File: config.mk
export PLATFORM = sky130hd
export DESIGN_NAME = route_rule_table_flat
export DESIGN_NICKNAME = d
export VERILOG_FILES = /design/src/rrt_pkg.sv /design/src/rrt_cmd_if.sv /design/src/rrt_res_if.sv /design/src/rrt_ram.sv /design/src/rrt_ctrl.sv /design/src/route_rule_table.sv /design/src/flat_wrapper.sv
export SDC_FILE = /design/constraint.sdc
export NUM_CORES = 1
export LEC_CHECK = 0
export ABC_AREA = 1
export BUFFER_PORTS_ARGS = -buffer_cell sky130_fd_sc_hd__buf_2
export CAP_MARGIN = 20
export CORE_ASPECT_RATIO = 1.1
export CORE_UTILIZATION = 35
export CTS_CLUSTER_DIAMETER = 30
export DETAILED_ROUTE_END_ITERATION = 10
export GPL_TIMING_DRIVEN = 0
export SYNTH_ARGS = -nofsm -noshare
export SYNTH_HDL_FRONTEND = slang
export SYNTH_SLANG_ARGS = --single-unit
File: constraint.sdc
create_clock -name clk -period 7.9 [get_ports clk]
set_clock_uncertainty 0.15 [all_clocks]
set_input_delay 0.395 -clock clk [delete_from_list [all_inputs] [get_ports clk]]
set_output_delay 0.395 -clock clk [all_outputs]
set_load 0.03 [all_outputs]
File: src/rrt_pkg.sv
// Shared types, codes and default sizes for the routing rule table.
package rrt_pkg;

    localparam int DEPTH_DEF     = 64;
    localparam int NODE_BITS_DEF = 8;

    localparam int CMD_BITS    = 2;
    localparam int STATUS_BITS = 2;

    localparam logic [CMD_BITS-1:0] CMD_CLEAR = 2'd0;
    localparam logic [CMD_BITS-1:0] CMD_ADD   = 2'd1;
    localparam logic [CMD_BITS-1:0] CMD_FIND  = 2'd2;

    localparam logic [STATUS_BITS-1:0] STS_OK   = 2'd0;
    localparam logic [STATUS_BITS-1:0] STS_FULL = 2'd1;
    localparam logic [STATUS_BITS-1:0] STS_MISS = 2'd2;

    typedef enum logic [1:0] {
        ST_IDLE,
        ST_SCAN,
        ST_DONE
    } rrt_state_t;

endpackage

File: src/rrt_cmd_if.sv
// Command channel: valid/ready handshake carrying one table command.
interface rrt_cmd_if
    import rrt_pkg::*;
#(
    parameter int NODE_BITS = NODE_BITS_DEF
);
    logic                 valid;
    logic                 ready;
    logic [CMD_BITS-1:0]  command;
    logic [NODE_BITS-1:0] src_node;
    logic [NODE_BITS-1:0] dst_node;
    logic [NODE_BITS-1:0] hop_node;

    modport source (output valid, output command, output src_node, output dst_node,
                    output hop_node, input ready);
    modport sink (input valid, input command, input src_node, input dst_node,
                  input hop_node, output ready);
endinterface

File: src/rrt_res_if.sv
// Result channel: valid/ready handshake carrying one command result.
interface rrt_res_if
    import rrt_pkg::*;
#(
    parameter int DEPTH    = DEPTH_DEF,
    parameter int IDX_BITS = $clog2(DEPTH),
    parameter int CNT_BITS = $clog2(DEPTH + 1)
);
    logic                   valid;
    logic                   ready;
    logic [STATUS_BITS-1:0] status;
    logic [IDX_BITS-1:0]    match_index;
    logic [CNT_BITS-1:0]    entry_count;

    modport source (output valid, output status, output match_index, output entry_count,
                    input ready);
    modport sink (input valid, input status, input match_index, input entry_count,
                  output ready);
endinterface

File: src/rrt_ram.sv
// Generic single-port-write, single-port-read RAM with registered read data.
module rrt_ram #(
    parameter int WIDTH     = 8,
    parameter int DEPTH     = 64,
    parameter int ADDR_BITS = $clog2(DEPTH)
) (
    input  logic                 clk,
    input  logic                 we,
    input  logic [ADDR_BITS-1:0] waddr,
    input  logic [WIDTH-1:0]     wdata,
    input  logic                 re,
    input  logic [ADDR_BITS-1:0] raddr,
    output logic [WIDTH-1:0]     rdata
);
    logic [WIDTH-1:0] mem [DEPTH];
    logic [WIDTH-1:0] rdata_reg;

    always_ff @(posedge clk)
    begin
        if (we)
        begin
            mem[waddr] <= wdata;
        end
        if (re)
        begin
            rdata_reg <= mem[raddr];
        end
    end

    assign rdata = rdata_reg;
endmodule

File: src/rrt_ctrl.sv
// Command sequencer: fill count, append writes, linear find scan and result register.
module rrt_ctrl
    import rrt_pkg::*;
#(
    parameter int DEPTH     = DEPTH_DEF,
    parameter int NODE_BITS = NODE_BITS_DEF,
    parameter int IDX_BITS  = $clog2(DEPTH),
    parameter int CNT_BITS  = $clog2(DEPTH + 1)
) (
    input  logic                   clk,
    input  logic                   rst_n,
    rrt_cmd_if.sink                cmd,
    rrt_res_if.source              res,
    output logic                   ram_we,
    output logic [IDX_BITS-1:0]    ram_waddr,
    output logic [3*NODE_BITS-1:0] ram_wdata,
    output logic                   ram_re,
    output logic [IDX_BITS-1:0]    ram_raddr,
    input  logic [3*NODE_BITS-1:0] ram_rdata
);
    rrt_state_t             state_reg, state_next;
    logic [CNT_BITS-1:0]    fill_reg, fill_next;
    logic [IDX_BITS-1:0]    chk_reg, chk_next;
    logic [NODE_BITS-1:0]   key_src_reg, key_src_next;
    logic [NODE_BITS-1:0]   key_dst_reg, key_dst_next;
    logic [STATUS_BITS-1:0] fstat_reg, fstat_next;
    logic [IDX_BITS-1:0]    fidx_reg, fidx_next;
    logic                   rvalid_reg, rvalid_next;
    logic [STATUS_BITS-1:0] rstat_reg, rstat_next;
    logic [IDX_BITS-1:0]    ridx_reg, ridx_next;
    logic [CNT_BITS-1:0]    rcnt_reg, rcnt_next;
    logic                   out_free;
    logic                   accept;
    logic                   full;
    logic                   hit;
    logic                   last;

    assign out_free = !rvalid_reg || res.ready;
    assign full     = (fill_reg == CNT_BITS'(DEPTH));
    assign hit      = (ram_rdata[2*NODE_BITS-1:NODE_BITS] == key_src_reg)
                      && (ram_rdata[NODE_BITS-1:0] == key_dst_reg);
    assign last     = ((CNT_BITS'(chk_reg) + CNT_BITS'(1)) == fill_reg);

    assign cmd.ready = (state_reg == ST_IDLE) && out_free;
    assign accept    = cmd.valid && cmd.ready;

    assign ram_we    = accept && (cmd.command == CMD_ADD) && !full;
    assign ram_waddr = fill_reg[IDX_BITS-1:0];
    assign ram_wdata = {cmd.hop_node, cmd.src_node, cmd.dst_node};
    assign ram_re    = (accept && (cmd.command == CMD_FIND) && (fill_reg != '0))
                       || ((state_reg == ST_SCAN) && !hit && !last);
    assign ram_raddr = accept ? '0 : IDX_BITS'(chk_reg + IDX_BITS'(1));

    assign res.valid       = rvalid_reg;
    assign res.status      = rstat_reg;
    assign res.match_index = ridx_reg;
    assign res.entry_count = rcnt_reg;

    always_comb
    begin
        state_next   = state_reg;
        fill_next    = fill_reg;
        chk_next     = chk_reg;
        key_src_next = key_src_reg;
        key_dst_next = key_dst_reg;
        fstat_next   = fstat_reg;
        fidx_next    = fidx_reg;
        rvalid_next  = rvalid_reg && !res.ready;
        rstat_next   = rstat_reg;
        ridx_next    = ridx_reg;
        rcnt_next    = rcnt_reg;
        case (state_reg)
            ST_IDLE:
            begin
                if (accept)
                begin
                    rvalid_next = 1'b1;
                    rstat_next  = STS_OK;
                    ridx_next   = '0;
                    rcnt_next   = fill_reg;
                    case (cmd.command)
                        CMD_CLEAR:
                        begin
                            fill_next = '0;
                            rcnt_next = '0;
                        end
                        CMD_ADD:
                        begin
                            if (full)
                            begin
                                rstat_next = STS_FULL;
                            end
                            else
                            begin
                                fill_next = fill_reg + CNT_BITS'(1);
                                rcnt_next = fill_reg + CNT_BITS'(1);
                            end
                        end
                        CMD_FIND:
                        begin
                            if (fill_reg == '0)
                            begin
                                rstat_next = STS_MISS;
                            end
                            else
                            begin
                                rvalid_next  = 1'b0;
                                state_next   = ST_SCAN;
                                chk_next     = '0;
                                key_src_next = cmd.src_node;
                                key_dst_next = cmd.dst_node;
                            end
                        end
                        default:
                        begin
                            rstat_next = STS_OK;
                        end
                    endcase
                end
            end
            ST_SCAN:
            begin
                if (hit)
                begin
                    fstat_next = STS_OK;
                    fidx_next  = chk_reg;
                    state_next = ST_DONE;
                end
                else if (last)
                begin
                    fstat_next = STS_MISS;
                    fidx_next  = '0;
                    state_next = ST_DONE;
                end
                else
                begin
                    chk_next = IDX_BITS'(chk_reg + IDX_BITS'(1));
                end
            end
            ST_DONE:
            begin
                if (out_free)
                begin
                    rvalid_next = 1'b1;
                    rstat_next  = fstat_reg;
                    ridx_next   = fidx_reg;
                    rcnt_next   = fill_reg;
                    state_next  = ST_IDLE;
                end
            end
            default:
            begin
                state_next = ST_IDLE;
            end
        endcase
    end

    always_ff @(posedge clk or negedge rst_n)
    begin
        if (!rst_n)
        begin
            state_reg  <= ST_IDLE;
            fill_reg   <= '0;
            rvalid_reg <= 1'b0;
        end
        else
        begin
            state_reg  <= state_next;
            fill_reg   <= fill_next;
            rvalid_reg <= rvalid_next;
        end
    end

    always_ff @(posedge clk)
    begin
        chk_reg     <= chk_next;
        key_src_reg <= key_src_next;
        key_dst_reg <= key_dst_next;
        fstat_reg   <= fstat_next;
        fidx_reg    <= fidx_next;
        rstat_reg   <= rstat_next;
        ridx_reg    <= ridx_next;
        rcnt_reg    <= rcnt_next;
    end

`ifndef NO_ASSERTIONS
    a_fill_bound: assert property (@(posedge clk) disable iff (!rst_n)
        fill_reg <= CNT_BITS'(DEPTH))
        else $error("fill count exceeds table depth");

    a_full_only_at_depth: assert property (@(posedge clk) disable iff (!rst_n)
        (rvalid_reg && (rstat_reg == STS_FULL)) |-> (rcnt_reg == CNT_BITS'(DEPTH)))
        else $error("full status reported below table depth");

    a_add_counts: assert property (@(posedge clk) disable iff (!rst_n)
        ram_we |=> (fill_reg == $past(fill_reg) + CNT_BITS'(1)))
        else $error("append did not advance the fill count");

    a_no_write_in_scan: assert property (@(posedge clk) disable iff (!rst_n)
        (state_reg == ST_SCAN) |-> !ram_we)
        else $error("table written during a find scan");

    a_index_in_range: assert property (@(posedge clk) disable iff (!rst_n)
        (rvalid_reg && (ridx_reg != '0)) |-> (CNT_BITS'(ridx_reg) < rcnt_reg))
        else $error("match index outside the held rules");
`endif
endmodule

File: src/route_rule_table.sv
// Top level of the routing rule table: command sequencer and rule memory.
//
// The block holds up to DEPTH routing rules (source, destination, next hop) in
// one synchronous RAM, appended in order. Clear and add complete in the cycle
// the command transaction is accepted, and their result transaction is
// presented on the following cycle. Find reads the stored rules one per cycle
// from index zero through the single RAM read port, and a find on an empty
// table completes at once. A new command is accepted whenever no find is in
// progress and the result register is empty or being emptied in the same
// cycle. No initialisation pass is needed after reset.
module route_rule_table
    import rrt_pkg::*;
#(
    parameter int DEPTH     = DEPTH_DEF,
    parameter int NODE_BITS = NODE_BITS_DEF
) (
    input  logic      clk,
    input  logic      rst_n,
    rrt_cmd_if.sink   cmd,
    rrt_res_if.source res
);
    localparam int IDX_BITS = $clog2(DEPTH);
    localparam int CNT_BITS = $clog2(DEPTH + 1);

    logic                   ram_we;
    logic [IDX_BITS-1:0]    ram_waddr;
    logic [3*NODE_BITS-1:0] ram_wdata;
    logic                   ram_re;
    logic [IDX_BITS-1:0]    ram_raddr;
    logic [3*NODE_BITS-1:0] ram_rdata;

    rrt_ctrl #(
        .DEPTH     (DEPTH),
        .NODE_BITS (NODE_BITS),
        .IDX_BITS  (IDX_BITS),
        .CNT_BITS  (CNT_BITS)
    ) u_ctrl (
        .clk       (clk),
        .rst_n     (rst_n),
        .cmd       (cmd),
        .res       (res),
        .ram_we    (ram_we),
        .ram_waddr (ram_waddr),
        .ram_wdata (ram_wdata),
        .ram_re    (ram_re),
        .ram_raddr (ram_raddr),
        .ram_rdata (ram_rdata)
    );

    rrt_ram #(
        .WIDTH     (3 * NODE_BITS),
        .DEPTH     (DEPTH),
        .ADDR_BITS (IDX_BITS)
    ) u_ram (
        .clk   (clk),
        .we    (ram_we),
        .waddr (ram_waddr),
        .wdata (ram_wdata),
        .re    (ram_re),
        .raddr (ram_raddr),
        .rdata (ram_rdata)
    );
endmodule
File: src/flat_wrapper.sv
// flat-port wrapper written by rule: the top's interface ports become plain ports
module route_rule_table_flat import rrt_pkg::*;
#(
    parameter int DEPTH     = DEPTH_DEF,
    parameter int NODE_BITS = NODE_BITS_DEF
)
  (clk, rst_n, cmd_valid, cmd_command, cmd_src_node, cmd_dst_node, cmd_hop_node, cmd_ready, res_valid, res_status, res_match_index, res_entry_count, res_ready);
  rrt_cmd_if #(.NODE_BITS(NODE_BITS)) cmd_i ();
  rrt_res_if #(.DEPTH(DEPTH)) res_i ();
  input  logic clk;
  input  logic rst_n;
  input wire logic [$bits(cmd_i.valid)-1:0] cmd_valid;
  input wire logic [$bits(cmd_i.command)-1:0] cmd_command;
  input wire logic [$bits(cmd_i.src_node)-1:0] cmd_src_node;
  input wire logic [$bits(cmd_i.dst_node)-1:0] cmd_dst_node;
  input wire logic [$bits(cmd_i.hop_node)-1:0] cmd_hop_node;
  output wire logic [$bits(cmd_i.ready)-1:0] cmd_ready;
  output wire logic [$bits(res_i.valid)-1:0] res_valid;
  output wire logic [$bits(res_i.status)-1:0] res_status;
  output wire logic [$bits(res_i.match_index)-1:0] res_match_index;
  output wire logic [$bits(res_i.entry_count)-1:0] res_entry_count;
  input wire logic [$bits(res_i.ready)-1:0] res_ready;
  assign cmd_i.valid = cmd_valid;
  assign cmd_i.command = cmd_command;
  assign cmd_i.src_node = cmd_src_node;
  assign cmd_i.dst_node = cmd_dst_node;
  assign cmd_i.hop_node = cmd_hop_node;
  assign cmd_ready = cmd_i.ready;
  assign res_valid = res_i.valid;
  assign res_status = res_i.status;
  assign res_match_index = res_i.match_index;
  assign res_entry_count = res_i.entry_count;
  assign res_i.ready = res_ready;
  route_rule_table #(.DEPTH(DEPTH), .NODE_BITS(NODE_BITS)) u_core (.clk(clk), .rst_n(rst_n), .cmd(cmd_i), .res(res_i));
endmodule
# Yosys cells after proc, flatten, opt, wreduce, memory -nomap -nowiden
# Memories as Yosys holds them, arrays and structs flattened. A register that Yosys moved wholly into a read port is not among the register bits.
# Index checks and enable logic that the tools add are counted.
# W data, S select, Z words.
[op_classes]
addsub = 3
multipliers = 0
n_div = 0
magnitude_cmp = 0
eq_ne = 15
shift = 0
muxes = 37
bitwise_logic = 1
reduce_logical = 30
[op_table]
columns = ["cell", "n"]
rows = [
  ["$mux W6", 10],
  ["$pmux W7 S2", 2],
  ["$pmux W6 S2", 2],
  ["$mux W7", 3],
  ["$mux W2", 9],
  ["$eq A8 B8 Y1", 2],
  ["$logic_and A1 B1 Y1", 10],
  ["$ne A2 B2 Y1 const B", 5],
  ["$pmux W2 S2", 2],
  ["$add A6 B1 Y7 const B", 1],
  ["$add A7 B1 Y7 const B", 1],
  ["$eq A7 B7 Y1", 1],
  ["$eq A7 B7 Y1 const B", 1],
  ["$logic_not A7 Y1", 1],
  ["$mux W1", 7],
  ["$reduce_bool A7 Y1", 1],
  ["$add A6 B1 Y6 const B", 1],
  ["$pmux W2 S3", 1],
  ["$reduce_and A6 Y1", 1],
  ["$reduce_bool A2 Y1", 3],
  ["$logic_not A1 Y1", 5],
  ["$reduce_and A5 Y1", 1],
  ["$eq A2 B1 Y1 const B", 2],
  ["$eq A2 B2 Y1 const B", 2],
  ["other kinds (9)", 12],
]
[totals]
ff_bits = 54
latch_bits = 0
ramBits = 1536
mem_bits_ro = 0
in_bits = 30
out_inout_bits = 17
word_cells = 98
memories = 1
[memory_table]
columns = ["name", "depth", "word_bits", "read_ports", "rd_ports_with_merged_regs", "wr", "line", "text"]
rows = [
  ["u_core.u_ram.mem", 64, 24, 1, 1, 1, "rrt_ram.sv:15", "logic [WIDTH-1:0] mem [DEPTH];"],
]

# Depth between registers and ports, before layout
[logic_depth]
ltp_word = 8
depth_mapped = 15
mapped_depth_nobuf = 13

# Cells and area by module
# From an unflattened synthesis, not the netlist that was laid out.
[unflattened]
cells_unflattened = 5569
hier_area_um2 = 65978.3
[by_module_without_submodules]
columns = ["mod", "instances", "cells_each", "area_each_um2", "seq_area_each_um2"]
rows = [
  ["rrt_ram", 1, 5230, 62995.4, 46844.9],
  ["rrt_ctrl", 1, 339, 2982.9, 1571.5],
]

# Worst setup path before layout
# Ideal clock, no wire load.
[synth_timing]
kind = "register -> register"
from = "register u_core.u_ctrl.rvalid_reg (netlist: u_core.u_ctrl.res.valid)"
to = "register u_core.u_ram.rdata_reg[0] (netlist: u_core.u_ram.rdata[0]), read port of u_core.u_ram.mem (enable)"
setup_ns = 0.392
arrival_ns = 3.113
required_time_ns = 7.358
path_slack_ns = 4.245
path_stages_with_launch = 8
path_buffers = 3
period_less_slack_ns = 3.655
cell_sequence = "dfrtp_1 -> nand2_1 -> nand3_2 -> buf_6 -> buf_6 -> buf_2 -> nor3_1 -> o21bai_1"
[synth_via]
elab_chain_len = 7
elab_cells_between_ends = 8
cone_classes = "mux (1); reduce/logical (7)"
[synth_lines]
columns = ["element", "line", "text"]
rows = [
  ["from (decl)", "rrt_ctrl.sv:28", "logic rvalid_reg, rvalid_next;"],
  ["from (signal assigned)", "rrt_ctrl.sv:170", "rvalid_reg <= rvalid_next;"],
  ["$logic_not A1 Y1", "rrt_ctrl.sv:38", "assign out_free = !rvalid_reg || res.ready;"],
  ["$logic_or A1 B1 Y1", "rrt_ctrl.sv:38", ""],
  ["$logic_and A1 B1 Y1", "rrt_ctrl.sv:44", "assign cmd.ready = (state_reg == ST_IDLE) && out_free;"],
  ["$logic_and A1 B1 Y1", "rrt_ctrl.sv:45", "assign accept = cmd.valid && cmd.ready;"],
  ["$logic_and A1 B1 Y1 (2 in series)", "rrt_ctrl.sv:50", "assign ram_re = (accept && (cmd.command == CMD_FIND) && (fill_reg != '0))"],
  ["$logic_or A1 B1 Y1", "rrt_ctrl.sv:51", "|| ((state_reg == ST_SCAN) && !hit && !last);"],
  ["named net u_core.ram_re", "route_rule_table.sv:28", "logic ram_re;"],
  ["to (decl)", "rrt_ram.sv:16", "logic [WIDTH-1:0] rdata_reg;"],
]
# The timed path passes the listed nets, and every way through them passes these cells.
# A chain may end at the register's enable or synchronous reset.

# Worst setup path in the final report
[layout_timing]
from = "register u_core.u_ctrl.chk_reg[1]"
to = "register u_core.u_ram.rdata_reg[7] (netlist: u_core.u_ram.rdata[7]), read port of u_core.u_ram.mem, data pin"
[layout_via]
elab_chain_len = 5
elab_cells_between_ends = 7
cone_classes = "add/sub (2); eq/ne (1); mux (1); reduce/logical (3)"
[layout_lines]
columns = ["element", "line", "text"]
rows = [
  ["from (decl)", "rrt_ctrl.sv:23", "logic [IDX_BITS-1:0] chk_reg, chk_next;"],
  ["from (signal assigned)", "rrt_ctrl.sv:176", "chk_reg <= chk_next;"],
  ["$add A6 B1 Y7", "rrt_ctrl.sv:42", "assign last = ((CNT_BITS'(chk_reg) + CNT_BITS'(1)) == fill_reg);"],
  ["$eq A7 B7 Y1", "rrt_ctrl.sv:42", ""],
  ["$logic_not A1 Y1", "rrt_ctrl.sv:51", ""],
  ["$logic_and A1 B1 Y1", "rrt_ctrl.sv:51", ""],
  ["$logic_or A1 B1 Y1", "rrt_ctrl.sv:51", ""],
]
# Several ways; a longest one is shown, not always the timed one.

==> run_results.csv <==
group,metric,value,unit
synthesis,yosys.cell_types.count,39,
detailed_routing,post_drt_wl_per_cell,25.3,um
synthesis,avgSynthCellArea,11.7,um^2
global_route,first_global_vias,32800,
critical_path,critical_path_arrival,4.35,ns
sta,hold-worst-slack,0.0190,ns
floorplan,ioPinCount,47,
clock_tree,worst_skew_pair.late_latency,0.81,ns
critical_path,critPathBufInv,2,
min_path,hold_path.class,"in2reg",
power,ir_drop,269,uV
critical_path,timing.critical_path.depth,9,
critical_path,setup.worst_path.class,"reg2reg",
critical_path,crit_path_frequent_cell,"sky130_fd_sc_hd__nand3_1",
placed_design,io_buffers,38,
cells_and_area,post-route-cell-area,0.0581,mm^2
floorplan,row_count,141,
synthesis,yosys_warnings,0,
sta,setup_tns,0,ns
sta,unrepaired_setup_endpoints_after_global_routing,"no",
global_route,antenna_found_initial,3,
sta,max_freq,253,MHz
sta,finalSetupViolations,0,
critical_path,cp_slowest_cell,"sky130_fd_sc_hd__buf_1",
critical_path,slowest_delay,0.69,ns
placed_design,routabilityCongestion,1.11,
power,power-per-cell-area,424,mW/mm^2
cells_and_area,layout_common_cells,"sky130_fd_sc_hd__edfxtp_1 (1,084), sky130_fd_sc_hd__nand3_1 (936), sky130_fd_sc_hd__inv_1 (390)",
clock_tree,cts.path.max_buffers,3,
synthesis,ys_dominant_reg_cell,"sky130_fd_sc_hd__edfxtp_1",
global_route,grt_pass1_wl,227,mm
floorplan,floorplan.initialDensity,0.353,
cells_and_area,final_common_cell,"sky130_fd_sc_hd__edfxtp_1",
cells_and_area,area_growth_syn_to_layout,22.7,%
sta,timing_max_transition_violations_final,0,
cells_and_area,filler_cell_count,12100,
critical_path,crit_path_max_fo,10,
clock_tree,clkSlewWorstSetupHoldPaths,0.06,ns
critical_path,worst_r2r_path_depth,9,
job,max_cap_viol_count,0,
clock_tree,clk_root_buffer_cell,"sky130_fd_sc_hd__clkbuf_16",
critical_path,regToRegSetupSlack,3.94,ns
critical_path,timing.rr.end,"u_core.u_ram.rdata[7]",
placed_design,dp_hpwl,110,mm
global_route,grt_max_degree,66,
sta,final_min_period_over_clock_period,0.501,
synthesis,synthesis.area,0.0474,mm^2
synthesis,synth-seq-area-share,0.693,
global_route,grt_use_total,0.230,
power,power_leakage,21.5,nW
cells_and_area,post_route_cells_drive_above_1_share,0.183,
clock_tree,cts.sinks,1094,
cells_and_area,max_ffs_per_register,1024,
floorplan,dieWidth,353,um
synthesis,synth_enable_flop_cells,1084,
cells_and_area,finalCoreUtilization,0.433,
floorplan,core_region_area,0.134,mm^2
critical_path,critical_path.top_delay_family,"simple AND/OR/NAND/NOR gates",
cells_and_area,register_area,0.0328,mm^2
detailed_routing,dr.pass1.iters,6,
cells_and_area,multi_input_area,0.0119,mm^2
cells_and_area,nets,4413,
global_route,overflow,0,
status,status,"finished clean",
detailed_routing,detail_route.wirelength,160,mm
sta,tightest_slew,1.06,ns
synthesis,register_bit_count_reported_by_yosys,1094,
critical_path,cp-start-kind,"flip-flop",
floorplan,floorplan.die.height,388,um
clock_tree,cts-buffers-inserted,194,
clock_tree,cts-htree-levels,4,
sta,finalCriticalPeriod,3.96,ns
critical_path,path_cells,"ha_1, nand2_2, buf_4, buf_1, nand3_1, nand3_1, nand3_1, nand3_1, nand2_1",
detailed_routing,detailedRoute.firstIterationViolations,4330,
detailed_routing,routed_via_density,5.40,
critical_path,worst_ep_required_time,8.29,ns
cells_and_area,final_cells,6325,
critical_path,worstSetupEndpoint,"u_core.u_ram.rdata[7]",
clock_tree,post_cts_setup_buffers,0,
cells_and_area,num_antenna_cells,0,
critical_path,worst_r2r_startpoint,"u_core.u_ctrl.chk_reg[1]",
detailed_routing,dr_total_vias,34100,
critical_path,critical_path.endpoint_type,"flip-flop",
placed_design,place_inst,5956,
clock_tree,cts_tree,"done",
placed_design,post_dp_cell_area,0.0514,mm^2
sta,timing.final.hold_violations,0,
detailed_routing,route.antenna.remaining_nets,0,
synthesis,synth_nets,4088,
critical_path,startpoint,"u_core.u_ctrl.chk_reg[1]",
sta,max_slew_margin,0.292,
floorplan,dieArea,0.137,mm^2
synthesis,netlist_instances,4052,
detailed_routing,route.detailed.drc,0,
synthesis,postSynth.asyncResetShare,0.00914,
==> cells in the mapped netlist, types with 10 or more instances <==
| cell type | n | area share |
|---|---|---|
| sky130_fd_sc_hd__buf_2 | 169 | 0.018 |
| sky130_fd_sc_hd__buf_4 | 17 | 0.0027 |
| sky130_fd_sc_hd__inv_1 | 390 | 0.031 |
| sky130_fd_sc_hd__or2_2 | 115 | 0.015 |
| sky130_fd_sc_hd__clkbuf_1 | 58 | 0.0046 |
| sky130_fd_sc_hd__o21ai_1 | 22 | 0.0023 |
| sky130_fd_sc_hd__nand2_1 | 344 | 0.027 |
| sky130_fd_sc_hd__nor2_1 | 382 | 0.030 |
| sky130_fd_sc_hd__o21ai_0 | 110 | 0.012 |
| sky130_fd_sc_hd__edfxtp_1 | 1084 | 0.69 |
| sky130_fd_sc_hd__nand3b_1 | 284 | 0.045 |
| sky130_fd_sc_hd__o2111ai_1 | 20 | 0.0037 |
| sky130_fd_sc_hd__xnor2_1 | 14 | 0.0026 |
| sky130_fd_sc_hd__buf_1 | 19 | 0.0015 |
| sky130_fd_sc_hd__nand3_1 | 936 | 0.099 |
| sky130_fd_sc_hd__dfrtp_1 | 10 | 0.0053 |
==> logic make-up (layout without fill, tap and decap cells) <==
| family | Yosys count | after routing | share of synthesized area |
|---|---|---|---|
| compound gates | 168 | 168 | 0.0200 |
| xor+xnor | 20 | 20 | 0.00370 |
| fa+ha+maj | 6 | 6 | 0.00159 |
| buf+inv | 670 | 1156 | 0.0600 |
| flops | 1094 | 1094 | 0.693 |
| simple gates | 2094 | 2094 | 0.222 |
==> layer usage <==
layer | wire (um) | vias up | GRT usage | part of all wire
li1 | - | 15000 | - | -
met1 | 59500 | 16700 | 0.279 | 0.37
met2 | 75600 | 2004 | 0.378 | 0.47
met3 | 16500 | 456 | 0.0584 | 0.10
met4 | 8320 | 4 | 0.114 | 0.052
met5 | 27 | - | 0 | 0.00017
==> through the flow <==
| stage | setup slack (ns) | total power (W) |
|---|---|---|
| after floorplan | 4.24 | 0.0121 |
| after global placement | 2.93 | 0.0159 |
| after detailed placement | 4.24 | 0.0160 |
| after CTS | 4.30 | 0.0243 |
| after global routing | 3.97 | 0.0254 |
| final | 3.94 | 0.0247 |
==> where the power goes <==
| part | internal, W | total, W | switching [W] | leakage (nW) |
|---|---|---|---|---|
| clock network | 0.00531 | 0.00833 | 0.00302 | 3.14 |
| registers | 0.00661 | 0.00668 | 0.0000694 | 9.92 |
| logic | 0.00244 | 0.00965 | 0.00722 | 8.44 |
| total | 0.0144 | 0.0247 | 0.0103 | 21.5 |
==> what timing repair did <==
action,in CTS,in global routing
endpoints found under the hold margin,190,0
resized for setup,0,0
hold buffers,12,0
==> area by class of cell <==
type	count	area share
Sequential cell	1094	0.564
Multi-Input combinational cell	2288	0.204
Clock buffer	220	0.0861
Buffer	270	0.0231
Clock inverter	137	0.0270
Timing Repair Buffer	129	0.0308
Tap cell	1787	0.0385
Inverter	400	0.0258
==> worst min-delay path by stage <==
stage	from	endpoint	slack, ns	depth (start not counted)
after floorplan	rst_n	u_core.u_ctrl.fill_reg[0]	-0.05	0
after global placement	rst_n	u_core.u_ctrl.state_reg[0]	0.16	1
after detailed placement	rst_n	u_core.u_ctrl.state_reg[0]	0.17	1
after CTS	cmd_dst_node[0]	u_core.u_ram.mem[57][0]	0.003	2
after global routing	cmd_dst_node[7]	u_core.u_ram.mem[22][7]	0.03	2
final	cmd_dst_node[0]	u_core.u_ram.mem[59][0]	0.02	2
Power figures use the tool's default switching activity.
